===== src/rtl/core/mstl_pkg.sv =====
// Shared constants and types for the media sample table lookup unit.
// Used by mstl_arith, mstl_tables and media_sample_table_lookup_unit.
`default_nettype none
package mstl_pkg;

  localparam int TIME_RUNS    = 1024;
  localparam int CHUNK_GROUPS = 256;
  localparam int MAX_CHUNKS   = 4096;
  localparam int MAX_SAMPLES  = 4096;

  localparam int RUN_AW = $clog2(TIME_RUNS);
  localparam int GRP_AW = $clog2(CHUNK_GROUPS);
  localparam int CHK_AW = $clog2(MAX_CHUNKS);
  localparam int SMP_AW = $clog2(MAX_SAMPLES);

  localparam int WORD_W  = 32;
  localparam int TIME_W  = 31;
  localparam int ENTRY_W = 12;
  localparam int OP_W    = 3;
  localparam int CFG_IW  = 3;

  // opcodes
  localparam logic [OP_W-1:0] OP_LOAD_RUN   = 3'd0;
  localparam logic [OP_W-1:0] OP_LOAD_GROUP = 3'd1;
  localparam logic [OP_W-1:0] OP_LOAD_OFF   = 3'd2;
  localparam logic [OP_W-1:0] OP_LOAD_SIZE  = 3'd3;
  localparam logic [OP_W-1:0] OP_QUERY      = 3'd4;

  // configuration register indexes
  localparam logic [CFG_IW-1:0] CFG_CHUNK_MODE   = 3'd0;
  localparam logic [CFG_IW-1:0] CFG_UNIFORM_SIZE = 3'd1;
  localparam logic [CFG_IW-1:0] CFG_RUN_COUNT    = 3'd2;
  localparam logic [CFG_IW-1:0] CFG_GROUP_COUNT  = 3'd3;
  localparam logic [CFG_IW-1:0] CFG_TOTAL        = 3'd4;

  typedef enum logic {ARITH_MUL, ARITH_DIV} arith_op_t;

  typedef struct packed {
    logic              start;
    arith_op_t         op;
    logic [WORD_W-1:0] a;
    logic [WORD_W-1:0] b;
  } arith_req_t;

  typedef struct packed {
    logic                done;
    logic [2*WORD_W-1:0] prod;
    logic [WORD_W-1:0]   quot;
    logic [WORD_W-1:0]   rem;
  } arith_rsp_t;

  typedef struct packed {
    logic               run_we;
    logic               grp_we;
    logic               off_we;
    logic               size_we;
    logic [ENTRY_W-1:0] index;
    logic [WORD_W-1:0]  a;
    logic [WORD_W-1:0]  b;
    logic [WORD_W-1:0]  c;
  } tbl_wr_t;

  typedef struct packed {
    logic [2*WORD_W-1:0] run;
    logic [2*WORD_W-1:0] grp;
    logic [WORD_W-1:0]   desc;
    logic [WORD_W-1:0]   off;
    logic [WORD_W-1:0]   size;
  } tbl_rd_t;

endpackage
`default_nettype wire


===== src/rtl/core/mstl_arith.sv =====
// Shared arithmetic unit: registered 32x32 multiply, 32-step restoring divide.
// Depends on mstl_pkg.
`default_nettype none
module mstl_arith (
  input  wire logic                clk,
  input  wire logic                rst,
  input  wire mstl_pkg::arith_req_t req,
  output      mstl_pkg::arith_rsp_t rsp
);

  logic [mstl_pkg::WORD_W-1:0]   divq;
  logic [mstl_pkg::WORD_W-1:0]   divr;
  logic [mstl_pkg::WORD_W-1:0]   divd;
  logic [4:0]                    cnt;
  logic                          busy;
  logic                          done;
  logic [2*mstl_pkg::WORD_W-1:0] prod;
  logic [mstl_pkg::WORD_W:0]     rem_sh;
  logic                          ge;

  always_comb begin
    rem_sh = {divr, divq[mstl_pkg::WORD_W-1]};
    ge     = rem_sh >= {1'b0, divd};
  end

  always_ff @(posedge clk) begin
    if (rst) begin
      busy <= 1'b0;
      done <= 1'b0;
    end else begin
      done <= 1'b0;
      if (req.start) begin
        if (req.op == mstl_pkg::ARITH_MUL) begin
          prod <= 64'(req.a) * 64'(req.b);
          done <= 1'b1;
        end else begin
          divq <= req.a;
          divr <= '0;
          divd <= req.b;
          cnt  <= '0;
          busy <= 1'b1;
        end
      end else if (busy) begin
        divr <= ge ? 32'(rem_sh - {1'b0, divd}) : rem_sh[mstl_pkg::WORD_W-1:0];
        divq <= {divq[mstl_pkg::WORD_W-2:0], ge};
        cnt  <= cnt + 5'd1;
        if (cnt == 5'd31) begin
          busy <= 1'b0;
          done <= 1'b1;
        end
      end
    end
  end

  assign rsp.done = done;
  assign rsp.prod = prod;
  assign rsp.quot = divq;
  assign rsp.rem  = divr;

endmodule
`default_nettype wire


===== config.mk =====
export PLATFORM = sky130hd
export DESIGN_NAME = mstl_arith
export DESIGN_NICKNAME = d
export VERILOG_FILES = /design/src/rtl/core/mstl_pkg.sv /design/src/rtl/core/mstl_arith.sv
export SDC_FILE = /design/constraint.sdc
export NUM_CORES = 2
export LEC_CHECK = 0
export ABC_AREA = 1
export BUFFER_PORTS_ARGS = -buffer_cell sky130_fd_sc_hd__buf_2
export CAP_MARGIN = 15
export CORE_MARGIN = 2
export CORE_UTILIZATION = 45
export DETAILED_ROUTE_END_ITERATION = 8
export PLACE_DENSITY = 0.59
export SLEW_MARGIN = 0
export SYNTH_ARGS = -nofsm -noshare
export SYNTH_HDL_FRONTEND = slang
export SYNTH_SLANG_ARGS = --single-unit

===== constraint.sdc =====
create_clock -name clk -period 12.2 [get_ports clk]
set_input_delay 3.05 -clock clk [delete_from_list [all_inputs] [get_ports clk]]
set_output_delay 3.05 -clock clk [all_outputs]
set_load 0.005 [all_outputs]

==> impl_metrics.csv <==
group,metric,value,unit
outcome,status,"completed",
global_routing,grt_max_degree,60,
synth,synthMuxAreaShare,0,
setup_path,crit_top_cell,"fa_1",
run,maxCapViolations,0,
synth,synth_edf_count,165,
setup_path,crit_buf_inv,6,
clock_tree,cts_buffer_depth,2,
sta,fin_crit_sh,0.811,
synth,synth_cells,5871,
synth,synth_xor_area_frac,0.0102,
synth,synthAdderAreaFrac,0.486,
floorplan,start_util,0.454,
setup_path,endpoint_kind,"flip-flop",
sta,worst_slew_pin_slew,1.04,ns
cells_and_area,final_cell_mix,"nand2_1 (1845), inv_1 (1817), fa_1 (897)",
synth,netlist.area_leader.share,0.402,
clock_tree,cts_resized,0,
synth,synth_top_family_by_area,"adder cells",
clock_tree,postCtsSetupBuffers,0,
sta,report.final.setup_viol,0,
cells_and_area,layout_commonest_cell,"nand2_1",
sta,hold_viol,0,
global_routing,grt_antenna_before_repair,2,
cells_and_area,multi_input_area,31800,um^2
clock_tree,h-tree-depth,4,
global_routing,overflow,0,
sta,fmax,101,MHz
placement,hpwl,105,mm
setup_path,start_kind,"primary input",
synth,synth_area_leaders,"fa_1 (40%), nand2_1 (16%), inv_1 (15%), edfxtp_1 (11%), ha_1 (8.3%)",
placement,port_buffers,196,
drt,drt_iter0_drc,2343,
cells_and_area,drive_gt1_frac,0.0519,
synth,ys.flop_type,"edfxtp_1",
drt,drtAntennaViolNets,0,
synth,netlist_area,44600,um^2
clock_tree,cts_buffers,17,
synth,ys_warn_count,0,
setup_path,cp_max_fo,33,
setup_path,worst_ep_required_time,12.49,ns
floorplan,die_width,319,um
setup_path,crit_family,"adder cells",
drt,viasPerCell,4.87,
placement,gp_routability_congestion,0.952,
clock_tree,cts_tree,"done",
synth,synth_compound_area_frac,0.0168,
drt,num_vias,34900,
global_routing,grt_first_pass_wirelength,210,mm
global_routing,grt_usage,0.269,
setup_path,worst-setup-path-type,"in2reg",
floorplan,rows,115,
clock_tree,cts_sinks,167,
sta,drv_slew,0,
cells_and_area,n_fill_cell,9901,
synth,yosys_register_bits,167,
synth,synth_nets,7133,
floorplan,die_y,319,um
cells_and_area,final_core_util,0.478,
setup_path,critPathArrivalTime,10.18,ns
sta,slew_headroom,0.309,
drt,routed_wirelength,131,mm
synth,yosysTopAreaCell,"fa_1",
synth,synthSimpleGateAreaFrac,0.200,
clock_tree,path_clk_slew,0.08,ns
cells_and_area,syn2layout_area_growth,5.32,%
synth,synthArstFlopShare,0,
global_routing,grt_pass1_vias,36800,
drt,dr.pass1.iters,6,
synth,synth_area_per_cell,7.60,um^2
setup_path,worstPathCellList,"buf_2, nand2_1, fa_1, fa_1, inv_1, fa_1, fa_1, fa_1, fa_1, fa_1, inv_1, fa_1, inv_1, ha_1, nand2_1, nor2_1, inv_1, nor2_1, nand2_1, inv_1, nand3_1, nand3_1, nand2_1",
sta,setup_tns,0,ns
clock_tree,cts_root_buf,"clkbuf_16",
sta,grt_setup_unrepaired,"no",
drt,wl_per_cell,18.2,um
clock_tree,clkLatencyLatePin,0.53,ns
sta,period_minus_slack,9.90,ns
cells_and_area,fin_nets,7128,
floorplan,num_io_pins,197,
clock_tree,cts_hold_buf,0,
synth,synth.yosys.seq_area_share,0.112,
cells_and_area,seqCellArea,4990,um^2
floorplan,dieArea,102000,um^2
worst_hold_path,hold_path.class,"reg2reg",
synth,synth_cell_types,44,
setup_path,max_stage_delay,0.74,ns
setup_path,crit_slowest_cell,"buf_2",
drt,drc,0,
sta,skew,0.0276,ns
floorplan,core,98300,um^2
-- cell usage after synthesis (11+ instances only) --
library cell,count
nor3_1,16
ha_1,297
nand2_1,1845
nand4_1,20
clkbuf_1,223
inv_1,1817
nor2_2,23
edfxtp_1,165
nand3b_1,21
o21bai_1,11
nand3_1,91
fa_1,897
a21oi_1,86
xor2_1,46
o21ai_0,32
nor2_1,207
-- through the flow --
| step | hold WS [ns] | setup slack [ns] | instance area [um^2] | std cells |
|---|---|---|---|---|
| 2_1_floorplan | 0.487 | 3.02 | 44600 | 5871 |
| 4_1_cts | 0.520 | 2.37 | 47000 | 7166 |
| 6_report | 0.517 | 2.30 | 47000 | 7167 |
| 3_3_place_gp | 0.501 | 1.83 | 46400 | 7134 |
| 5_1_grt | 0.558 | 1.99 | 47000 | 7167 |
| 3_5_place_dp | 0.508 | 1.83 | 46400 | 7134 |
-- registers in the layout (all words and copies together) (netlist names) --
signal and cells:
busy 1, cnt 5, divd 32, divq 32, divr 32, done 1
prod 64
-- worst min-delay path, stage by stage, from the launching register on --
cell	delay [ns]
dfxtp_1	0.33
nor2_1	0.10
nor3_1	0.05
-- path summary, 6_finish.rpt --
check / cells past startpoint / start / end / slack (ns)
max: 23 / req[17] / prod[52] / 2.30
min: 2 / busy / busy / 0.52
max reg2reg: 14 / divr[1] / divr[26] / 9.49
min reg2reg: 2 / busy / busy / 0.52
-- layout make-up --
type,count,area share
diodes,1,0.0000532
clock buffers,18,0.00913
clock inverters,14,0.00303
inverters,1823,0.146
multi-input cells,3638,0.677
flip-flops and latches,167,0.106
well taps,1287,0.0343
repair buffers,219,0.0245
-- routing by layer --
metal  global-route usage  up-vias  wire (um)
met5                    0        -         10
met4               0.0617        2       2680
met3               0.0382      127       8010
met2                0.447     1016      61900
met1                0.373    17400      58100
li1                     -    16400          -
-- cells by family (layout without fill, tap and decap cells) --
group | Yosys count | after routing
compound gates | 138 | 138
xor+xnor | 52 | 52
fa+ha+maj | 1194 | 1194
buf+inv | 2066 | 2074
flops | 167 | 167
other cells | 0 | 1
simple gates | 2254 | 2254
Power is left out: the tool's default activity adds up to more than one toggle a clock period on the data nets, which glitch-free logic cannot reach.
